## src/hdl/acc16_pkg.sv

```systemverilog
package acc16_pkg;

    // Default memory address width
    localparam int ADDR_BITS_DEF = 16;

    localparam logic [15:0] WORD_MAX = 16'hFFFF;
    localparam logic [15:0] STACK_TOP = WORD_MAX;

    // Item kinds
    localparam logic [1:0] KIND_WRITE = 2'd0;
    localparam logic [1:0] KIND_EXEC  = 2'd1;
    localparam logic [1:0] KIND_READ  = 2'd2;

    // Operand modes
    localparam logic [3:0] MODE_REG = 4'd0;
    localparam logic [3:0] MODE_IND = 4'd1;
    localparam logic [3:0] MODE_IMM = 4'd2;

    // Opcodes
    localparam logic [7:0] OP_HLT = 8'd0;
    localparam logic [7:0] OP_ADD = 8'd1;
    localparam logic [7:0] OP_SUB = 8'd2;
    localparam logic [7:0] OP_AND = 8'd3;
    localparam logic [7:0] OP_NOT = 8'd4;
    localparam logic [7:0] OP_IOR = 8'd5;
    localparam logic [7:0] OP_CMP = 8'd6;
    localparam logic [7:0] OP_JMP = 8'd7;
    localparam logic [7:0] OP_JEQ = 8'd8;
    localparam logic [7:0] OP_JGT = 8'd9;
    localparam logic [7:0] OP_JLT = 8'd10;
    localparam logic [7:0] OP_STR = 8'd11;
    localparam logic [7:0] OP_LDR = 8'd12;
    localparam logic [7:0] OP_MOV = 8'd13;
    localparam logic [7:0] OP_PSH = 8'd14;
    localparam logic [7:0] OP_POP = 8'd15;
    localparam logic [7:0] OP_PSA = 8'd16;
    localparam logic [7:0] OP_POA = 8'd17;
    localparam logic [7:0] OP_JSR = 8'd18;
    localparam logic [7:0] OP_RET = 8'd19;
    localparam logic [7:0] OP_SSB = 8'd20;
    localparam logic [7:0] OP_RSP = 8'd21;
    localparam logic [7:0] OP_JOF = 8'd22;
    localparam logic [7:0] OP_JUF = 8'd23;
    localparam logic [7:0] OP_CLF = 8'd24;
    localparam logic [7:0] OP_SHR = 8'd25;
    localparam logic [7:0] OP_SHL = 8'd26;
    localparam logic [7:0] OP_NOP = 8'd27;

    // Flag bits
    localparam logic [4:0] FL_GT = 5'h01;
    localparam logic [4:0] FL_LT = 5'h02;
    localparam logic [4:0] FL_EQ = 5'h04;
    localparam logic [4:0] FL_UF = 5'h08;
    localparam logic [4:0] FL_OF = 5'h10;

    // Datapath micro-operations
    typedef enum logic [4:0] {
        UOP_NONE,
        UOP_CLEAR,
        UOP_LATCH,
        UOP_MWRITE,
        UOP_MREAD,
        UOP_FETCH0,
        UOP_FETCH1,
        UOP_FETCH2,
        UOP_EXEC,
        UOP_POP2,
        UOP_RET2,
        UOP_PSA,
        UOP_POA_RD,
        UOP_POA_WR,
        UOP_JSR_INIT,
        UOP_JSR_RD,
        UOP_JSR_WR,
        UOP_JSR_END,
        UOP_FINISH
    } t_uop;

    typedef struct packed {
        t_uop uop;
    } t_cmd;

    typedef struct packed {
        logic       clr_last;
        logic       halted;
        logic [1:0] kind;
        logic [7:0] opcode;
        logic       cnt_last;
        logic       jsr_skip;
        logic       jsr_last;
    } t_stat;

    typedef enum logic [4:0] {
        S_CLEAR,
        S_IDLE,
        S_KIND,
        S_F1,
        S_F2,
        S_EX,
        S_POP2,
        S_RET2,
        S_PSA,
        S_POA_RD,
        S_POA_WR,
        S_JINIT,
        S_JRD,
        S_JWR,
        S_JEND,
        S_FIN
    } t_state;

endpackage

```

## src/hdl/acc16_ctrl.sv

```systemverilog
module acc16_ctrl (
    input  logic             i_clk,
    input  logic             i_rst_n,
    input  logic             i_in_valid,
    output logic             o_in_ready,
    output logic             o_out_valid,
    input  logic             i_out_ready,
    input  acc16_pkg::t_stat i_stat,
    output acc16_pkg::t_cmd  o_cmd
);

    acc16_pkg::t_state r_state, n_state;
    logic              r_out_valid, n_out_valid;

    // State and result-valid registers
    always_ff @(posedge i_clk) begin
        if (!i_rst_n) begin
            r_state     <= acc16_pkg::S_CLEAR;
            r_out_valid <= 1'b0;
        end else begin
            r_state     <= n_state;
            r_out_valid <= n_out_valid;
        end
    end

    // Next state and commands
    always_comb begin
        n_state     = r_state;
        o_cmd.uop   = acc16_pkg::UOP_NONE;
        o_in_ready  = 1'b0;
        n_out_valid = r_out_valid && !i_out_ready;
        unique case (r_state)
            acc16_pkg::S_CLEAR: begin
                o_cmd.uop = acc16_pkg::UOP_CLEAR;
                if (i_stat.clr_last) n_state = acc16_pkg::S_IDLE;
            end
            acc16_pkg::S_IDLE: begin
                o_in_ready = 1'b1;
                if (i_in_valid) begin
                    o_cmd.uop = acc16_pkg::UOP_LATCH;
                    n_state   = acc16_pkg::S_KIND;
                end
            end
            acc16_pkg::S_KIND: begin
                n_state = acc16_pkg::S_FIN;
                unique case (i_stat.kind)
                    acc16_pkg::KIND_WRITE: o_cmd.uop = acc16_pkg::UOP_MWRITE;
                    acc16_pkg::KIND_READ:  o_cmd.uop = acc16_pkg::UOP_MREAD;
                    acc16_pkg::KIND_EXEC: begin
                        if (!i_stat.halted) begin
                            o_cmd.uop = acc16_pkg::UOP_FETCH0;
                            n_state   = acc16_pkg::S_F1;
                        end
                    end
                    default: o_cmd.uop = acc16_pkg::UOP_NONE;
                endcase
            end
            acc16_pkg::S_F1: begin
                o_cmd.uop = acc16_pkg::UOP_FETCH1;
                n_state   = acc16_pkg::S_F2;
            end
            acc16_pkg::S_F2: begin
                o_cmd.uop = acc16_pkg::UOP_FETCH2;
                n_state   = acc16_pkg::S_EX;
            end
            acc16_pkg::S_EX: begin
                o_cmd.uop = acc16_pkg::UOP_EXEC;
                unique case (i_stat.opcode) inside
                    acc16_pkg::OP_POP: n_state = acc16_pkg::S_POP2;
                    acc16_pkg::OP_RET: n_state = acc16_pkg::S_RET2;
                    acc16_pkg::OP_PSA: n_state = acc16_pkg::S_PSA;
                    acc16_pkg::OP_POA: n_state = acc16_pkg::S_POA_RD;
                    acc16_pkg::OP_JSR: n_state = acc16_pkg::S_JINIT;
                    default:           n_state = acc16_pkg::S_FIN;
                endcase
            end
            acc16_pkg::S_POP2: begin
                o_cmd.uop = acc16_pkg::UOP_POP2;
                n_state   = acc16_pkg::S_FIN;
            end
            acc16_pkg::S_RET2: begin
                o_cmd.uop = acc16_pkg::UOP_RET2;
                n_state   = acc16_pkg::S_FIN;
            end
            acc16_pkg::S_PSA: begin
                o_cmd.uop = acc16_pkg::UOP_PSA;
                if (i_stat.cnt_last) n_state = acc16_pkg::S_FIN;
            end
            acc16_pkg::S_POA_RD: begin
                o_cmd.uop = acc16_pkg::UOP_POA_RD;
                n_state   = acc16_pkg::S_POA_WR;
            end
            acc16_pkg::S_POA_WR: begin
                o_cmd.uop = acc16_pkg::UOP_POA_WR;
                n_state   = i_stat.cnt_last ? acc16_pkg::S_FIN : acc16_pkg::S_POA_RD;
            end
            acc16_pkg::S_JINIT: begin
                o_cmd.uop = acc16_pkg::UOP_JSR_INIT;
                n_state   = acc16_pkg::S_JRD;
            end
            acc16_pkg::S_JRD: begin
                if (i_stat.jsr_skip) begin
                    n_state = acc16_pkg::S_JEND;
                end else begin
                    o_cmd.uop = acc16_pkg::UOP_JSR_RD;
                    n_state   = acc16_pkg::S_JWR;
                end
            end
            acc16_pkg::S_JWR: begin
                o_cmd.uop = acc16_pkg::UOP_JSR_WR;
                n_state   = i_stat.jsr_last ? acc16_pkg::S_JEND : acc16_pkg::S_JRD;
            end
            acc16_pkg::S_JEND: begin
                o_cmd.uop = acc16_pkg::UOP_JSR_END;
                n_state   = acc16_pkg::S_FIN;
            end
            acc16_pkg::S_FIN: begin
                // hold until the result register is free
                if (!r_out_valid || i_out_ready) begin
                    o_cmd.uop   = acc16_pkg::UOP_FINISH;
                    n_out_valid = 1'b1;
                    n_state     = acc16_pkg::S_IDLE;
                end
            end
            default: n_state = acc16_pkg::S_IDLE;
        endcase
    end

    assign o_out_valid = r_out_valid;

endmodule

```

## config.mk

```make
export PLATFORM = sky130hd
export DESIGN_NAME = acc16_ctrl
export DESIGN_NICKNAME = d
export VERILOG_FILES = /design/src/hdl/acc16_pkg.sv /design/src/hdl/acc16_ctrl.sv
export SDC_FILE = /design/constraint.sdc
export NUM_CORES = 1
export LEC_CHECK = 0
export BUFFER_PORTS_ARGS = -buffer_cell sky130_fd_sc_hd__buf_2
export CORE_ASPECT_RATIO = 0.9
export CORE_UTILIZATION = 45
export DETAILED_ROUTE_END_ITERATION = 10
export GPL_TIMING_DRIVEN = 0
export PLACE_DENSITY = 0.73
export SYNTH_ARGS = -nofsm -noshare
export SYNTH_HDL_FRONTEND = slang
export SYNTH_SLANG_ARGS = --single-unit
```

## constraint.sdc

```tcl
create_clock -name i_clk -period 4.7 [get_ports i_clk]
set_clock_uncertainty 0.2 [all_clocks]
set_input_delay 0.94 -clock i_clk [delete_from_list [all_inputs] [get_ports i_clk]]
set_output_delay 0.94 -clock i_clk [all_outputs]
set_load 0.03 [all_outputs]
```

# Word level (Yosys, flattened, before mapping)
# Cells that the tools add are included.
# word_totals
ff_bits	6
in_bits	19
output_inout_bits	7
word_cells	56
# classes
n_eq_ne	26
n_mux	20
n_reduce_logical	8
# ops
cell	count
one-hot mux 5 bit (16 select lines)	1
one-hot mux 5 bit (14 select lines)	1
== test 5 x 4 -> 1 bit, second input constant	8
== test 8 x 5 -> 1 bit, second input constant	4
two-way mux 5 bit	5
== test 5 x 3 -> 1 bit, second input constant	4
one-hot mux 4 bit (5 select lines)	1
two-way mux 4 bit	3
== test 5 x 2 -> 1 bit, second input constant	2
one-hot mux 3 bit (3 select lines)	1
== test 8 x 4 -> 1 bit, second input constant	1
!= test 2 bit, second input constant	4
two-way mux 2 bit	3
two-way mux 3 bit	2
== test 5 x 1 -> 1 bit, second input constant	1
logical NOT 5 bit	1
AND reduction 4 bit	1
two-way mux 1 bit	3
OR reduction 3 bit	1
== test 2 x 1 -> 1 bit, second input constant	1
== test 2 bit, second input constant	1
logical NOT 1 bit	2
logical NOT 2 bit	1
logical AND 1 bit	1
logical OR 1 bit	1

# Depth between registers and ports, before layout
# Gate-level depths: netlist of the first run.
# depth
word_depth	4
ltp_mapped	6
depth_no_buf	4

# Worst setup path after synthesis of the first run
# Ideal clock, no wire load.
# synth_timing
path_type	input port to output port
from	input i_out_ready
to	output o_cmd[4] (netlist bit)
arrival_time_ps	1838
path_slack_ps	1722
stages	3
n_path_buf	0
path_cell_list	nand2b_1 nor2_1 nor3_1
# synth_lines
item	line	source
from (decl)	acc16_ctrl.sv:7	input logic i_out_ready,
to (decl)	acc16_ctrl.sv:9	output acc16_pkg::t_cmd o_cmd

==> out/qor.yml, run 1 <==
status:
  status: "finished, final reports clean"
synthesis:
  synth_area_um2: 746
  syn_nets: 123
  synth_flop_cell: "dfxtp_1"
  ys_top_cells_by_area: "dfxtp_1, buf_6, nor2_1"
  synth_top_area_cell: "dfxtp_1"
  yosysUniqueCellTypes: 44
  ys_seq_area_share_pct: 13.4
  synth-seq-cells: 5
  syn_avg_cell_area_um2: 7.17
  yosys_warnings: 0
  synth-edff-count: 0
  synthCells: 104
  async_flop_share_pct: 0
  synth_top_area_share_pct: 13.4
drt:
  post-route-drc-count: 0
  totalWireLength_mm: 1.95
  dr_total_vias: 910
  wl_met3_um: 218
  drtAntennaViolNets: 0
  highest_layer: "met4"
  drtIter0Drc: 47
  viasPerCell: 5.87
  wl_met1_um: 829
  wl_met2_um: 886
  wl_per_cell_um: 12.6
  drt_pass1_iterations: 4
sta:
  rsz0062_at_grt: "no"
  worstMarginPinSlew_ns: 0.397
  final_hold_viol_count: 0
  layout_min_cycle_time_ns: 3.19
  setup_viol: 0
  fin_tns_setup_ns: 0
  timing.fmax_mhz: 314
  final-max-slew-violation-count: 0
  timing.final.crit_share_pct: 67.9
  finalWorstSetupSlack_ns: 1.51
  slew_headroom_pct: 73.5
clock_tree:
  htreeDepth: 1
  cts_tree: "yes"
  cts_root_buf: "clkbuf_4"
  hold_buffers: 0
  ctsResizeCount: 0
  cts_sinks: 5
  cts_made_buffers: 3
  cts_setup_buffers: 0
  cts_buffer_depth: 2
  clk-insertion-delay-late_ns: 0.24
  clk_pin_slew_worst_paths_ns: 0.04
floorplanning:
  rows: 13
  die_w_um: 44.9
  start_util_pct: 49.8
  die_y_um: 40.6
  coreArea_um2: 1500
  ios: 26
  die_area_um2: 1820
final_layout:
  drive_above_1_share_pct: 32.3
  regArea_um2: 100
  multi_input_area_um2: 549
  fillers: 146
  nets: 153
  diodes: 0
  syn2layout_area_growth_pct: 24.0
global_route:
  grt_pass1_vias: 762
  grt_antenna_before_repair: 0
  grt-ovfl-total: 0
  grt_use_total_pct: 23.8
  grt_pass1_wl_mm: 3.20
  grt_max_degree: 11
worst_setup_path:
  crit_required_ns: 3.56
  rr_worst_depth: 5
  cp_max_fo: 4
  critical_path_arrival_ns: 2.05
  endpoint_kind: "output pin"
  timing_worst_setup_path_type: "in2out"
  startpoint_type: "input pin"
place:
  preCtsSetupSlack_ns: 1.56
  dp_hpwl_mm: 1.50
  gp_congestion: 0.879
  portBuffers: 25
job:
  drv_cap: 0
power:
  power.leakage_nw: 0.391
  ir_worst_vdd_v: 0.0000974
  power_uw: 151
  power.density_nw_per_um2: 163
min_path:
  min_path_cells: 2
  hold_class: "reg2reg"
## placed cells by master (no fill, tap or decap), types with 4 or more instances in the layout
| master | count |
|---|---|
| nand2_1 | 8 |
| buf_6 | 6 |
| nor2_1 | 11 |
| buf_2 | 27 |
| nand3_1 | 4 |
| o21ai_0 | 8 |
| dfxtp_1 | 5 |
| a21oi_1 | 6 |
| nand4_1 | 4 |
## state kept, by name, indices dropped and copies added, names as in the netlist
| register | count |
|---|---|
| r_state | 4 |
| o_out_valid | 1 |
## synth_stat cells (2+ instances only)
master	count
nor2b_1	3
nand3_1	4
inv_1	3
nand4_1	4
a21o_1	2
a21oi_1	6
nand2_1	8
buf_2	2
dfxtp_1	5
a31oi_1	2
o211ai_1	3
buf_6	6
nor2_1	11
o221ai_1	2
a221o_1	2
nand2b_1	3
o21ai_0	8
nor3_1	3
nor3b_1	2
## final timing paths
kind / startpoint / slack (ns) / end
max: i_stat[12] / 1.51 / o_cmd[2]
min: o_out_valid / 0.49 / o_out_valid
max reg2reg: r_state[1] / 3.11 / r_state[2]
min reg2reg: o_out_valid / 0.49 / o_out_valid
## routing by layer
metal,up-vias,global-route usage [%]
met3,2,3.96
met2,64,40.1
met4,0,2.27
li1,451,-
met1,393,33.2
met5,-,0
## layout make-up
cell class	count	share of cell area [%]
Tap cell	22	2.98
Timing Repair Buffer	25	13.5
Buffer	9	9.20
Sequential cell	5	10.8
Clock buffer	4	2.84
Inverter	3	1.22
Multi-Input combinational cell	87	59.4
## cell families (layout without fill, tap and decap cells)
group / Yosys count / in the layout / share of synthesized area, %
and+or+nand+nor: 48 / 48 / 35.6
muxes: 2 / 2 / 2.85
AOI/OAI and AO/OA: 37 / 37 / 35.2
buffers and inverters: 12 / 41 / 12.9
DFF: 5 / 5 / 13.4
## stage by stage
step / instance area [µm²] / cells / hold slack (ns) / util (%)
after global routing: 925 / 155 / 0.529 / 61.8
final: 925 / 155 / 0.486 / 61.8
after global placement: 898 / 151 / 0.477 / 60.0
after CTS: 925 / 155 / 0.478 / 61.8
after floorplan: 746 / 104 / 0.426 / -
after detailed placement: 898 / 151 / 0.474 / 60.0
## critical path: stages
cell     delay [ns]
buf_2          0.12
nor3b_1        0.37
nor4b_1        0.10
o21ai_0        0.18
o211a_1        0.16
buf_2          0.18
## report_power, final
| group | total [mW] | switching, mW | internal (mW) |
|---|---|---|---|
| clock network | 0.0479 | 0.0159 | 0.0320 |
| registers | 0.0442 | 0.000571 | 0.0436 |
| logic | 0.0586 | 0.0321 | 0.0264 |
No activity file was read; power rests on OpenSTA's default activity.
==> inputs of run 2 (changes only) <==
- CORE_UTILIZATION: 45 -> 44
- PLACE_DENSITY: 0.73 -> 0.75
- clock period: 4.7 -> 2.82 ns (I/O delays scaled with it)
==> run 2 against run 1 <==
Compared with the run above: die area is 2.2% higher; core utilization is 0.66 points lower; global-route usage is 0.18 points lower; final cell count stayed put.
==> out/qor.yml, run 2 (synthesized netlist as in run 1, its figures left out) <==
power:
  seqPwrFrac_pct: 29.1
  switching_power_uw: 83.2
  power_uw: 253
  power_frac_clock_pct: 32.5
  ir_worst_vdd_v: 0.000184
  power.leakage_nw: 0.391
  internal-power_uw: 170
  power.density_nw_per_um2: 274
  pwr-share-comb_pct: 38.5
  p_sw_share_pct: 32.8
final_layout:
  drive_above_1_share_pct: 32.3
  largest_reg_flops: 4
  layout_common_cells: "buf_2, nor2_1, o21ai_0, nand2_1"
  stdcell_count: 155
  syn2layout_area_growth_pct: 24.0
  design_area_um2: 925
  multi_input_area_um2: 549
  final_common_cell: "buf_2"
  diodes: 0
  nets: 153
  regArea_um2: 100
  fillers: 146
  largest-register: "r_state"
min_path:
  min_from: "i_rst_n"
  hold_end: "r_state[1]"
  min_path_cells: 2
  hold_class: "in2reg"
worst_setup_path:
  worstSetupStartpoint: "i_stat[12]"
  critical_path_arrival_ns: 1.68
  r2r_setup_slack_ns: 1.21
  cp_max_fo: 4
  timing_worst_setup_path_type: "in2out"
  timing.rr.start: "r_state[1]"
  endpoint_kind: "output pin"
  startpoint_type: "input pin"
  r2r-end: "r_state[2]"
  crit_required_ns: 2.06
  rr_worst_depth: 5
clock_tree:
  clk_pin_slew_worst_paths_ns: 0.04
  cts_root_buf: "clkbuf_4"
  cts_sinks: 5
  htreeDepth: 1
  cts_buffer_depth: 2
  ctsResizeCount: 0
  cts_made_buffers: 3
  cts_setup_buffers: 0
  cts_tree: "yes"
  hold_buffers: 0
  clk-insertion-delay-late_ns: 0.24
floorplanning:
  die_w_um: 45.4
  start_util_pct: 49.3
  coreArea_um2: 1510
  die_y_um: 41.1
  rows: 13
  ios: 26
  die_area_um2: 1860
drt:
  drtAntennaViolNets: 0
  dr_total_vias: 925
  highest_layer: "met3"
  viasPerCell: 5.97
  wl_per_cell_um: 13.1
  drt_pass1_iterations: 4
  wl_met1_um: 930
  totalWireLength_mm: 2.04
  wl_met3_um: 164
  wl_met2_um: 941
  post-route-drc-count: 0
  drtIter0Drc: 33
sta:
  final_hold_viol_count: 0
  slew_headroom_pct: 74.3
  timing.fmax_mhz: 409
  setup_viol: 0
  fin_tns_setup_ns: 0
  timing.hold.ws_ns: 0.413
  rsz0062_at_grt: "no"
  timing.final.crit_share_pct: 86.6
  final-max-slew-violation-count: 0
  worstMarginPinSlew_ns: 0.385
  layout_min_cycle_time_ns: 2.44
place:
  dp_hpwl_mm: 1.55
  gp_congestion: 0.904
  placed_cells: 151
  portBuffers: 25
  place_area_um2: 898
global_route:
  grt-ovfl-total: 0
  grt_pass1_vias: 715
  grt_max_degree: 11
  grt_use_total_pct: 23.6
  grt_pass1_wl_mm: 3.21
  grt_antenna_before_repair: 0
status:
  status: "finished, final reports clean"
job:
  drv_cap: 0
-- run 2: worst max-delay path, cell delays in order --
cell and delay [ns]:
buf_2 0.12, nor3b_1 0.36, nor4b_1 0.10, o21ai_0 0.19
o211a_1 0.16, buf_2 0.19
-- run 2: power by group through the flow --
| stage | sequential [mW] | combinational [mW] | clock [mW] |
|---|---|---|---|
| after floorplan | 0.0746 | 0.0660 | 0 |
| after global placement | 0.0748 | 0.0949 | 0 |
| after detailed placement | 0.0748 | 0.0960 | 0 |
| after CTS | 0.0736 | 0.0967 | 0.0835 |
| after global routing | 0.0735 | 0.106 | 0.0926 |
| final | 0.0736 | 0.0974 | 0.0822 |
-- run 2: layout make-up --
type,instances,area share [%]
buffer,9,9.20
clock buffer,4,2.84
inverter,3,1.22
multi-input combinational,87,59.4
sequential,5,10.8
tap,22,2.98
timing repair buffer,25,13.5
-- run 2: per-layer routing --
metal	vias to the layer above	track usage, %
met3	0	3.96
met2	43	41.1
li1	452	-
met5	-	0
met1	430	32.3
met4	0	0
-- run 2: worst max-delay path by stage --
stage	cells past startpoint	slack, ns	to
finish	6	0.38	o_cmd[2]
global route	6	0.28	o_cmd[2]
CTS	6	0.40	o_cmd[2]
detailed placement	6	0.40	o_cmd[2]
global placement	6	0.45	o_cmd[2]
floorplan	4	0.58	o_cmd[4]
-- run 2: stage by stage --
stage / setup WS [ns] / util (%)
finish: 0.378 / 61.1
detailed placement: 0.401 / 59.4
global placement: 0.446 / 59.4
global route: 0.283 / 61.1
CTS: 0.401 / 61.1
floorplan: 0.583 / -
